`config.mk`:
```
export PLATFORM = sky130hd
export DESIGN_NAME = absolute_pointer_backdoor_port
export DESIGN_NICKNAME = d
export VERILOG_FILES = /design/src/apbp_pkg.sv /design/src/apbp_div.sv /design/src/absolute_pointer_backdoor_port.sv
export SDC_FILE = /design/constraint.sdc
export NUM_CORES = 1
export LEC_CHECK = 0
export ABC_CLOCK_PERIOD_IN_PS = 24500
export BUFFER_PORTS_ARGS = -buffer_cell sky130_fd_sc_hd__clkbuf_2
export CAP_MARGIN = 40
export CORE_MARGIN = 1
export CORE_UTILIZATION = 35
export DETAILED_ROUTE_END_ITERATION = 7
export SLEW_MARGIN = 5
export SYNTH_ARGS = -nofsm -noshare
export SYNTH_HDL_FRONTEND = slang
export SYNTH_HIERARCHICAL = 1
export SYNTH_SLANG_ARGS = --single-unit
```
`constraint.sdc`:
```
create_clock -name clk -period 24.5 [get_ports clk]
set_input_delay 1.225 -clock clk [delete_from_list [all_inputs] [get_ports clk]]
set_output_delay 1.225 -clock clk [all_outputs]
set_load 0.02 [all_outputs]
```
`src/apbp_pkg.sv`:
```
// package for the absolute pointer backdoor port: item types, codes and divider sizes
`default_nettype none
package apbp_pkg;

  // backdoor key and command codes
  localparam logic [31:0] MAGIC_WORD     = 32'h564D_5868;
  localparam logic [31:0] SUB_ENABLE     = 32'h4541_4552;
  localparam logic [31:0] SUB_RELATIVE   = 32'h0000_00F5;
  localparam logic [31:0] SUB_ABSOLUTE   = 32'h5342_4152;
  localparam logic [15:0] CMD_VERSION    = 16'd10;
  localparam logic [15:0] CMD_DATA       = 16'd39;
  localparam logic [15:0] CMD_STATUS     = 16'd40;
  localparam logic [15:0] CMD_POINTER    = 16'd41;
  localparam logic [31:0] STATUS_UPDATED = 32'd4;
  localparam logic [15:0] POS_CENTER     = 16'h7FFF;

  // register write masks
  localparam logic [3:0] MASK_NONE    = 4'h0;
  localparam logic [3:0] MASK_STATUS  = 4'h1;
  localparam logic [3:0] MASK_VERSION = 4'h3;
  localparam logic [3:0] MASK_DATA    = 4'hF;

  // configuration register indexes
  localparam logic [7:0] REG_WIDTH    = 8'd0;
  localparam logic [7:0] REG_HEIGHT   = 8'd1;
  localparam logic [7:0] REG_OFFSET_X = 8'd2;
  localparam logic [7:0] REG_OFFSET_Y = 8'd3;

  // divider sizes: 34-bit dividend, 17-bit divisor, 18-bit quotient
  localparam int NUM_W = 34;
  localparam int DEN_W = 17;
  localparam int QUO_W = 18;
  localparam int CNT_W = 5;
  localparam logic [CNT_W-1:0] LAST_STEP = CNT_W'(QUO_W - 1);

  typedef enum logic [1:0] {
    OP_PORT_READ = 2'd0,
    OP_MOVE      = 2'd1,
    OP_BUTTONS   = 2'd2,
    OP_WHEEL     = 2'd3
  } op_t;

  typedef struct packed {
    logic [1:0]         operation;
    logic [31:0]        key_word;
    logic [15:0]        command_code;
    logic [31:0]        sub_command;
    logic [15:0]        host_x;
    logic [15:0]        host_y;
    logic               left_down;
    logic               right_down;
    logic               middle_down;
    logic signed [15:0] wheel_step;
  } apbp_in_t;

  typedef struct packed {
    logic [31:0] read_data;
    logic [31:0] second_word;
    logic [15:0] third_word;
    logic [7:0]  fourth_word;
    logic [3:0]  written_mask;
    logic        event_taken;
    logic        unknown_request;
  } apbp_out_t;

  // divider control between sequencer and divider
  typedef struct packed {
    logic             start;
    logic [NUM_W-1:0] num;
    logic [DEN_W-1:0] den;
  } div_req_t;

  typedef struct packed {
    logic             done;
    logic [QUO_W-1:0] quo;
  } div_rsp_t;

endpackage
`default_nettype wire

```
`src/apbp_div.sv`:
```
// restoring divider, one quotient bit per cycle, shared by both axes
`default_nettype none
module apbp_div
  import apbp_pkg::*;
(
  input  wire logic     clk,
  input  wire logic     rst_n,
  input  wire div_req_t req,
  output div_rsp_t      rsp
);

  logic             busy_r, busy_nxt;
  logic             done_r, done_nxt;
  logic [CNT_W-1:0] cnt_r, cnt_nxt;
  logic [DEN_W-1:0] rem_r, rem_nxt;
  logic [QUO_W-1:0] sh_r, sh_nxt;
  logic [DEN_W-1:0] den_r, den_nxt;
  logic [DEN_W:0]   trial;
  logic             ge;

  // one trial subtraction per cycle
  assign trial = {rem_r, sh_r[QUO_W-1]};
  assign ge    = trial >= {1'b0, den_r};

  always_comb begin
    busy_nxt = busy_r;
    done_nxt = 1'b0;
    cnt_nxt  = cnt_r;
    rem_nxt  = rem_r;
    sh_nxt   = sh_r;
    den_nxt  = den_r;
    if (req.start) begin
      // the quotient fits in QUO_W bits, so the top dividend bits start as remainder
      busy_nxt = 1'b1;
      cnt_nxt  = '0;
      rem_nxt  = DEN_W'(req.num[NUM_W-1:QUO_W]);
      sh_nxt   = req.num[QUO_W-1:0];
      den_nxt  = req.den;
    end else if (busy_r) begin
      rem_nxt = ge ? DEN_W'(trial - {1'b0, den_r}) : trial[DEN_W-1:0];
      sh_nxt  = {sh_r[QUO_W-2:0], ge};
      cnt_nxt = cnt_r + 1'b1;
      if (cnt_r == LAST_STEP) begin
        busy_nxt = 1'b0;
        done_nxt = 1'b1;
      end
    end
  end

  always_ff @(posedge clk) begin
    if (!rst_n) begin
      busy_r <= 1'b0;
      done_r <= 1'b0;
      cnt_r  <= '0;
    end else begin
      busy_r <= busy_nxt;
      done_r <= done_nxt;
      cnt_r  <= cnt_nxt;
    end
    rem_r <= rem_nxt;
    sh_r  <= sh_nxt;
    den_r <= den_nxt;
  end

  assign rsp = '{done: done_r, quo: sh_r};

endmodule
`default_nettype wire

```
`src/absolute_pointer_backdoor_port.sv`:
```
// absolute pointer backdoor port: sequencer, device state and output register
// port reads, button and wheel items present their result once it is loaded from the execution state,
// a move after two 18-step divisions on the one shared divider, x then y, then from the done state
// one item at a time: the input stalls from acceptance until the result is loaded,
// and loading waits while the output stalls
// reset (synchronous, rst_n low): relative mode, centred position, buttons, wheel, flag cleared
`default_nettype none
module absolute_pointer_backdoor_port
  import apbp_pkg::*;
(
  input  wire logic      clk,
  input  wire logic      rst_n,
  input  wire logic      in_valid,
  output logic           in_stall,
  input  wire apbp_in_t  in_data,
  output logic           out_valid,
  input  wire logic      out_stall,
  output apbp_out_t      out_data,
  input  wire logic      cfg_valid,
  output logic           cfg_ready,
  input  wire logic [7:0]  cfg_index,
  input  wire logic [15:0] cfg_data
);

  typedef enum logic [4:0] {
    ST_IDLE = 5'b00001,
    ST_EXEC = 5'b00010,
    ST_DIVX = 5'b00100,
    ST_DIVY = 5'b01000,
    ST_DONE = 5'b10000
  } state_t;

  state_t state_r, state_nxt;
  apbp_in_t  item_r;
  apbp_out_t out_r, out_nxt;
  logic      out_valid_r, out_valid_nxt;

  logic [15:0] width_r, height_r, offx_r, offy_r;
  logic        active_r, active_nxt;
  logic        pending_r, pending_nxt;
  logic [2:0]  buttons_r, buttons_nxt;
  logic [15:0] posx_r, posx_nxt, posy_r, posy_nxt;
  logic signed [7:0] wheel_r, wheel_nxt;
  logic [15:0] newx_r, newx_nxt;

  div_req_t div_req;
  div_rsp_t div_rsp;

  logic        out_free;
  logic        use_x;
  logic [15:0] host, clip, res_in, res, pos, d;
  logic [16:0] sat_q;
  logic [15:0] scaled;
  logic signed [16:0] wsum;
  logic        div_start;

  // old y for the change check of a move
  logic [15:0] oldy_r;
  logic        moved;

  assign out_free  = !out_valid_r || !out_stall;
  assign in_stall  = (state_r != ST_IDLE);
  assign cfg_ready = 1'b1;
  assign out_valid = out_valid_r;
  assign out_data  = out_r;

  // configuration registers
  always_ff @(posedge clk) begin
    if (!rst_n) begin
      width_r  <= 16'd640;
      height_r <= 16'd480;
      offx_r   <= '0;
      offy_r   <= '0;
    end else if (cfg_valid && cfg_ready) begin
      if (cfg_index == REG_WIDTH)    width_r  <= cfg_data;
      if (cfg_index == REG_HEIGHT)   height_r <= cfg_data;
      if (cfg_index == REG_OFFSET_X) offx_r   <= cfg_data;
      if (cfg_index == REG_OFFSET_Y) offy_r   <= cfg_data;
    end
  end

  // operand preparation for one axis: clip, clamp, then 2*p*65535 + (r-1) over 2*(r-1)
  assign use_x  = (state_r == ST_EXEC);
  assign host   = use_x ? item_r.host_x : item_r.host_y;
  assign clip   = use_x ? offx_r : offy_r;
  assign res_in = use_x ? width_r : height_r;
  assign res    = (res_in < 16'd2) ? 16'd2 : res_in;
  always_comb begin
    pos = (host > clip) ? 16'(host - clip) : 16'd0;
    if (pos > res) pos = res;
  end
  assign d         = res - 16'd1;
  assign div_start = ((state_r == ST_EXEC) && (item_r.operation == OP_MOVE) && active_r)
                  || ((state_r == ST_DIVX) && div_rsp.done);
  assign div_req   = '{start: div_start,
                       num: {1'b0, pos, 17'd0} - {17'd0, pos, 1'b0} + {18'd0, d},
                       den: {d, 1'b0}};

  apbp_div u_div (
    .clk   (clk),
    .rst_n (rst_n),
    .req   (div_req),
    .rsp   (div_rsp)
  );

  // saturate the quotient at full scale
  assign sat_q  = div_rsp.quo[16:0];
  assign scaled = (div_rsp.quo[17] || sat_q[16]) ? 16'hFFFF : sat_q[15:0];

  assign wsum = 17'(wheel_r) + item_r.wheel_step;

  assign moved = (newx_r != posx_r) || (posy_r != oldy_r);

  // sequencer and device state update
  always_comb begin
    state_nxt     = state_r;
    out_nxt       = out_r;
    out_valid_nxt = out_valid_r && out_stall;
    active_nxt    = active_r;
    pending_nxt   = pending_r;
    buttons_nxt   = buttons_r;
    posx_nxt      = posx_r;
    posy_nxt      = posy_r;
    wheel_nxt     = wheel_r;
    newx_nxt      = newx_r;
    unique case (state_r)
      ST_IDLE: begin
        if (in_valid) state_nxt = ST_EXEC;
      end
      ST_EXEC: begin
        if ((item_r.operation == OP_MOVE) && active_r) begin
          state_nxt = ST_DIVX;
        end else if (out_free) begin
          out_nxt       = '0;
          out_valid_nxt = 1'b1;
          state_nxt     = ST_IDLE;
          if (item_r.operation == OP_PORT_READ) begin
            if (item_r.key_word == MAGIC_WORD) begin
              priority if (item_r.command_code == CMD_VERSION) begin
                out_nxt.second_word  = MAGIC_WORD;
                out_nxt.written_mask = MASK_VERSION;
              end else if (item_r.command_code == CMD_DATA) begin
                out_nxt.read_data    = {26'd0, buttons_r, 3'd0};
                out_nxt.second_word  = {16'd0, posx_r};
                out_nxt.third_word   = posy_r;
                out_nxt.fourth_word  = wheel_r;
                out_nxt.written_mask = MASK_DATA;
                wheel_nxt            = '0;
              end else if (item_r.command_code == CMD_STATUS) begin
                out_nxt.read_data    = pending_r ? STATUS_UPDATED : 32'd0;
                out_nxt.written_mask = MASK_STATUS;
                pending_nxt          = 1'b0;
              end else if (item_r.command_code == CMD_POINTER) begin
                out_nxt.read_data = MAGIC_WORD;
                priority if (item_r.sub_command == SUB_ENABLE) begin
                  out_nxt.unknown_request = 1'b0;
                end else if (item_r.sub_command == SUB_RELATIVE) begin
                  active_nxt  = 1'b0;
                  buttons_nxt = '0;
                  wheel_nxt   = '0;
                end else if (item_r.sub_command == SUB_ABSOLUTE) begin
                  active_nxt  = 1'b1;
                  buttons_nxt = '0;
                  wheel_nxt   = '0;
                end else begin
                  out_nxt.unknown_request = 1'b1;
                end
              end else begin
                out_nxt.read_data       = MAGIC_WORD;
                out_nxt.unknown_request = 1'b1;
              end
            end
          end else if (active_r) begin
            pending_nxt         = 1'b1;
            out_nxt.event_taken = 1'b1;
            if (item_r.operation == OP_BUTTONS) begin
              buttons_nxt = {item_r.left_down, item_r.right_down, item_r.middle_down};
            end else begin
              // wheel accumulates, saturating to a signed byte
              if (wsum > 17'sd127)       wheel_nxt = 8'sd127;
              else if (wsum < -17'sd128) wheel_nxt = -8'sd128;
              else                       wheel_nxt = wsum[7:0];
            end
          end
        end
      end
      ST_DIVX: begin
        if (div_rsp.done) begin
          newx_nxt  = scaled;
          state_nxt = ST_DIVY;
        end
      end
      ST_DIVY: begin
        if (div_rsp.done) begin
          posy_nxt  = scaled;
          state_nxt = ST_DONE;
        end
      end
      ST_DONE: begin
        // posy_r already holds the new y; compare against the old one kept aside
        if (out_free) begin
          out_nxt             = '0;
          out_nxt.event_taken = moved;
          out_valid_nxt       = 1'b1;
          state_nxt           = ST_IDLE;
          posx_nxt            = newx_r;
          pending_nxt         = pending_r || moved;
        end
      end
      default: state_nxt = ST_IDLE;
    endcase
  end

  always_ff @(posedge clk) begin
    if (!rst_n) begin
      state_r     <= ST_IDLE;
      out_valid_r <= 1'b0;
      active_r    <= 1'b0;
      pending_r   <= 1'b0;
      buttons_r   <= '0;
      posx_r      <= POS_CENTER;
      posy_r      <= POS_CENTER;
      wheel_r     <= '0;
    end else begin
      state_r     <= state_nxt;
      out_valid_r <= out_valid_nxt;
      active_r    <= active_nxt;
      pending_r   <= pending_nxt;
      buttons_r   <= buttons_nxt;
      posx_r      <= posx_nxt;
      posy_r      <= posy_nxt;
      wheel_r     <= wheel_nxt;
    end
    if ((state_r == ST_IDLE) && in_valid) item_r <= in_data;
    if ((state_r == ST_DIVY) && div_rsp.done) oldy_r <= posy_r;
    newx_r <= newx_nxt;
    out_r  <= out_nxt;
  end

  // checks on the sequencer
  a_state_onehot: assert property (@(posedge clk) disable iff (!rst_n) $onehot(state_r))
    else $error("sequencer state not one-hot");
  a_accept_exec: assert property (@(posedge clk) disable iff (!rst_n)
    (in_valid && !in_stall) |=> (state_r == ST_EXEC))
    else $error("accepted item did not enter execution");
  a_div_done_state: assert property (@(posedge clk) disable iff (!rst_n)
    div_rsp.done |-> (state_r == ST_DIVX || state_r == ST_DIVY))
    else $error("divider finished outside a division step");
  a_load_source: assert property (@(posedge clk) disable iff (!rst_n)
    $rose(out_valid_r) |-> $past(state_r == ST_EXEC || state_r == ST_DONE))
    else $error("result loaded from an unexpected state");

endmodule
`default_nettype wire

```
==> run_results.csv, run 1 <==
group,metric,value,unit
sta,fin_setup_tns,0,ns
outcome,status,"complete, no violations",
critical_path,worstSetupEndpointType,"flip-flop",
critical_path,required,24.82,ns
yosys,syn_area_per_cell,11.1,sq um
sta,tightest_slew,0.982,ns
power_and_ir_drop,p_switching,0.000436,W
power_and_ir_drop,combPwrFrac,0.165,
critical_path,worstPathMaxFanout,38,
floorplan,die_y,243,um
sta,min_period,9.65,ns
sta,clock_skew,0.0185,ns
drt,first_iter_violations,766,
drt,drt_pre_antenna_iters,5,
yosys,yosys_warnings,6,
yosys,syn_area,0.0203,sq mm
grt,use_met3,0.0283,
critical_path,worst_ep_arrival_time,9.96,ns
grt,grt_pass1_vias,13800,
sta,hold_viol_final,0,
placement,io_buffers,233,
grt,track_usage,0.164,
critical_path,crit_slowest_cell,"or2_2",
power_and_ir_drop,clkPwrFrac,0.388,
cts,insertion_delay,0.57,ns
cts,clk_path_buf_depth,3,
grt,grt.met1_usage,0.215,
job,max_cap_viol_count,0,
drt,drcViolationCount,0,
finish,synthToLayoutAreaGrowth,15.5,%
critical_path,slowest_delay,0.63,ns
cts,cts_max_level,2,
grt,grt-ovfl-total,0,
sta,fin_crit_sh,0.394,
floorplan,fp-row-count,87,
yosys,ys_seq_area_frac,0.517,
cts,cts.sink_count,390,
power_and_ir_drop,leakagePower,9.06,nW
floorplan,io_pins,259,
cts,cts_tree,"built",
power_and_ir_drop,p_int,0.00121,W
drt,ant_nets,0,
drt,vias,14200,
floorplan,coreArea,0.0568,sq mm
drt,routedWlPerCell,17.4,um
power_and_ir_drop,irDropWorstVdd,0.0000492,V
placement,place_congestion,0.881,
finish,postLayoutCoreUtil,0.412,
floorplan,start_util,0.357,
floorplan,die-area,0.0589,sq mm
cts,cts_buffers,43,
power_and_ir_drop,sw_frac_of_total,0.266,
placement,dpl_worst_slack,15.07,ns
sta,finalWorstSetupSlack,14.85,ns
power_and_ir_drop,total_power,0.00164,W
finish,final_nets,2282,
critical_path,worstSetupPathType,"flip-flop to flip-flop",
cts,postCtsSetupBuffers,0,
cts,cts_root_buffer,"clkbuf_16",
yosys,synthTopCellsByArea,"edfxtp_1 40%, dfxtp_1 12%, mux2i_1 5.2%, ha_1 5.1%, nand2_1 3.5%",
grt,grt_pass1_wl,76500,um
sta,fmax,104,MHz
cts,cts_resized,0,
sta,setup_viol,0,
grt,grt_use_met2,0.273,
power_and_ir_drop,powerDensity,70.1,mW/mm^2
sta,grt_setup_unrepaired,"no",
finish,layout-drive-gt1-share,0.182,
grt,grt_max_degree,78,
yosys,synth-seq-cells,390,
yosys,synth_cell_type_count,90,
drt,vias_per_cell,5.03,
yosys,postSynthCellCount,1829,
sta,relSlewSlack,0.345,
power_and_ir_drop,p_seq_frac,0.447,
critical_path,cp-start-kind,"flip-flop",
placement,hpwl,37400,um
sta,slew_viol_final,0,
yosys,async_flop_share,0,
grt,antenna_found_initial,0,
cts,path_clk_slew,0.06,ns
yosys,synth-main-ff-cell,"edfxtp_1",
cts,ctsHoldBuffers,0,
floorplan,die_width,243,um
grt,top_usage_layer,"met2",
min_path,min_path_type,"flip-flop to flip-flop",
drt,wirelength,49100,um
yosys,synth_area_leader_cell,"edfxtp_1",
yosys,synth_edf_count,267,
yosys,synth_top_area_frac,0.395,
finish,antenna-diode-count,0,
-- metrics by stage --
stage | hold slack (ns) | cell area (sq um) | instances
after floorplan | 0.437 | 20400 | 1853
after global placement | 0.455 | 21900 | 2739
after detailed placement | 0.477 | 22000 | 2744
after CTS | 0.485 | 23400 | 2823
after global routing | 0.503 | 23400 | 2824
final | 0.484 | 23400 | 2824
-- cell type report --
type	instances	area, sq um
tap	756	946
inverter	48	180
multi-input combinational	1305	9120
fill	5466	33400
sequential	390	10500
clock inverter	18	148
clock buffer	61	1260
timing repair buffer	246	1290
-- cells in the mapped netlist, drive strengths merged (4+ instances only) --
| library cell | n |
|---|---|
| and4 | 4 |
| ha | 83 |
| or3 | 30 |
| nor4b | 5 |
| a22oi | 7 |
| o2111ai | 4 |
| mux2 | 33 |
| or4b | 4 |
| o21a | 25 |
| a21boi | 23 |
| xnor2 | 58 |
| a21o | 28 |
| nor3b | 12 |
| a31oi | 9 |
| nor4bb | 5 |
| o31ai | 7 |
| nand3b | 6 |
| mux2i | 106 |
| a21oi | 64 |
| a211oi | 14 |
| nor2 | 90 |
| nor2b | 66 |
| buf | 60 |
| clkbuf | 50 |
| nor3 | 39 |
| o21ai | 57 |
| nor4 | 26 |
| o221ai | 4 |
| or2 | 8 |
| or4 | 8 |
| o22ai | 5 |
| nand2 | 187 |
| nand4 | 16 |
| a221o | 10 |
| xor2 | 54 |
| edfxtp | 267 |
| and2 | 50 |
| dfxtp | 123 |
| o211ai | 5 |
| and3 | 12 |
| nand3 | 58 |
| inv | 48 |
| nand2b | 14 |
| o21bai | 4 |
-- cell usage in the layout, fill, tap and decap left out, types with 48 or more instances in the layout --
cell type and n:
clkbuf_2 232, dfxtp_1 123, o21ai_0 54, ha_1 83, and2_1 50, nor2_1 86, mux2i_1 106, xnor2_1 58
a21oi_1 62, nor2b_1 66, edfxtp_1 267, inv_1 48, nand3_1 58, xor2_1 54, nand2_1 186
-- per-layer routing --
metal  up-vias  wire length (um)
met2       330             23200
met1      6757             22400
li1       7053                 -
met4         0              1320
met3        72              2120
met5         -                 0
-- cells by family after synthesis --
logic type               after synthesis  synth area share
AO/OA/AOI/OAI                        297             0.101
buffers and inverters                158            0.0392
flip-flops                           390             0.517
XOR/XNOR                             112            0.0484
AND/OR/NAND/NOR                      644             0.169
multiplexers                         139            0.0707
other                                  2          0.000370
adder cells (fa/ha/maj)               87            0.0547
-- path summary, 6_finish.rpt --
check | from | to | slack, ns | depth (start not counted)
max reg2reg | state_r[2] | u_div/rem_r[5] | 14.85 | 31
min | wheel_r[0] | wheel_r[0] | 0.48 | 2
max | state_r[2] | u_div/rem_r[5] | 14.85 | 31
min reg2reg | wheel_r[0] | wheel_r[0] | 0.48 | 2
-- sequential cells by signal, summed over array words and instances, names as in the netlist, 17 cells and up --
signal / cells
item_r: 133
out_data: 51
u_div/den_r: 17
u_div/rem_r: 17
u_div/sh_r: 18
-- worst max-delay path: cells and delay by family, from the launching register on --
family                     cells  cell delay [ns]
and+or+nand+nor                7             2.83
buffers and inverters          2             0.23
AOI/OAI and AO/OA             16             4.10
DFF                            1             0.36
adders and majority gates      4             1.23
muxes                          2             0.59
-- power groups by stage --
stage	combinational (W)	clock (W)	sequential, W
floorplan	0.000190	0	0.000751
global placement	0.000264	0	0.000748
detailed placement	0.000267	0	0.000749
CTS	0.000268	0.000654	0.000735
global route	0.000296	0.000682	0.000736
finish	0.000271	0.000638	0.000734
Note: power is estimated with default switching activity, not from simulation.
==> run 2, diff against run 1 <==
ABC_CLOCK_PERIOD_IN_PS = 9200   (was 24500)
clock period = 9.2 ns   (was 24.5 ns; I/O delays follow)
==> run 2 against run 1 <==
  * Setup slack got worse by 14 ns
  * Global-route usage rose by 0.22 points
  * Cell count rose by 0.71%
  * First-iteration DRC count rose by 3.5%
==> run_results.csv, run 2 (same netlist as run 1, synthesis figures left out) <==
group,metric,value,unit
outcome,status,"complete, no violations",
finish,instances_no_fill,2844,
sta,setup_viol,0,
sta,fmax,116,MHz
floorplan,start_util,0.357,
drt,vias,14300,
critical_path,cpMostUsedCell,"ha_1",
cts,path_clk_slew,0.06,ns
finish,layout_commonest_cell,"edfxtp_1",
sta,relSlewSlack,0.392,
cts,ctsHoldBuffers,0,
grt,grt_pass1_vias,14100,
critical_path,crit_slowest_cell,"or4b_4",
finish,finalInstanceArea,0.0237,sq mm
finish,layout-drive-gt1-share,0.193,
drt,vias_per_cell,5.04,
placement,io_buffers,233,
floorplan,die-area,0.0589,sq mm
finish,antenna-diode-count,0,
floorplan,coreArea,0.0568,sq mm
sta,slew_viol_final,0,
critical_path,cp-start-kind,"flip-flop",
placement,hpwl,37700,um
critical_path,rrSetupSlack,0.55,ns
sta,fin_crit_sh,0.940,
critical_path,required,9.51,ns
sta,tightest_slew,0.913,ns
sta,min_period,8.65,ns
drt,wl_met2,23800,um
critical_path,worstSetupEndpointType,"flip-flop",
drt,wl_met3,2090,um
power_and_ir_drop,total_power,0.00444,W
sta,fin_setup_tns,0,ns
drt,routedWlPerCell,17.5,um
floorplan,die_y,243,um
drt,drcViolationCount,0,
drt,drt_pre_antenna_iters,7,
sta,clock_skew,0.0191,ns
floorplan,fp-row-count,87,
power_and_ir_drop,powerDensity,188,mW/mm^2
cts,cts_root_buffer,"clkbuf_16",
grt,grt_max_degree,78,
grt,antenna_found_initial,0,
power_and_ir_drop,irDropWorstVdd,0.000127,V
sta,hold_viol_final,0,
floorplan,die_width,243,um
cts,insertion_delay,0.56,ns
finish,largest_reg_flops,133,
finish,synthToLayoutAreaGrowth,16.7,%
grt,track_usage,0.166,
floorplan,io_pins,259,
placement,placed_cells,2752,
job,max_cap_viol_count,0,
drt,first_iter_violations,793,
grt,grt-ovfl-total,0,
critical_path,slowest_delay,0.62,ns
critical_path,worstSetupPathType,"flip-flop to flip-flop",
grt,grt_pass1_wl,77800,um
finish,final_nets,2302,
cts,cts_max_level,2,
drt,routed.top_layer,"met4",
cts,cts.sink_count,390,
placement,dpl_cell_area,0.0221,sq mm
cts,clk_path_buf_depth,3,
finish,top_register,"item_r",
critical_path,worst_ep_arrival_time,8.96,ns
drt,wirelength_met1,22500,um
cts,cts_buffers,43,
finish,final_cell_mix,"267 x edfxtp_1, 233 x clkbuf_2, 185 x nand2_1, 123 x dfxtp_1, 106 x mux2i_1",
finish,postLayoutCoreUtil,0.417,
drt,wirelength,49800,um
min_path,min_path_type,"input port to flip-flop",
sta,grt_setup_unrepaired,"no",
drt,ant_nets,0,
critical_path,worstPathMaxFanout,18,
placement,place_congestion,0.901,
cts,cts_tree,"built",
power_and_ir_drop,leakagePower,9.21,nW
==> run 2: stage by stage <==
stage | setup WS [ns] | hold slack, ns
final | 0.550 | 0.0699
after global routing | 0.0690 | 0.0388
after CTS | 0.431 | 0.0270
after detailed placement | 0.493 | 0.459
after global placement | 0.631 | 0.454
after floorplan | 0.210 | 0.437
==> run 2: repair_timing <==
item	4_1_cts	5_1_grt
gates resized for setup	0	3
buffers inserted	0	12
endpoints found under the setup margin	0	13
==> run 2: cell type report <==
type	instances	area, sq um
fill	5484	33200
clock buffer	61	1290
timing repair buffer	265	1450
clock inverter	18	188
tap	756	946
inverter	48	180
multi-input combinational	1306	9140
sequential	390	10500
==> run 2: worst max-delay path, delay by kind of cell, from the launching register on <==
family | cells | cell delay (ns)
AND/OR/NAND/NOR | 7 | 2.16
flip-flops | 1 | 0.43
buffers and inverters | 2 | 0.21
multiplexers | 2 | 0.45
AO/OA/AOI/OAI | 16 | 3.88
adder cells (fa/ha/maj) | 4 | 1.19
==> run 2: power by group <==
part           leakage [nW]  internal (W)  switching, W
sequential             3.45       0.00193     0.0000232
combinational          5.03      0.000279      0.000451
clock                 0.734       0.00106      0.000691
total                  9.21       0.00328       0.00116
==> run 2: path summary, 6_finish.rpt <==
check,start,endpoint,depth (start not counted)
max,state_r[1],u_div/rem_r[5],31
min,in_data[44],item_r[44],1
max reg2reg,state_r[1],u_div/rem_r[5],31
min reg2reg,height_r[0],height_r[0],2
==> run 2: per-layer routing <==
metal	up-vias	track usage
li1	7092	-
met1	6853	0.220
met2	308	0.276
met3	85	0.0250
met4	0	0.0548
met5	-	0
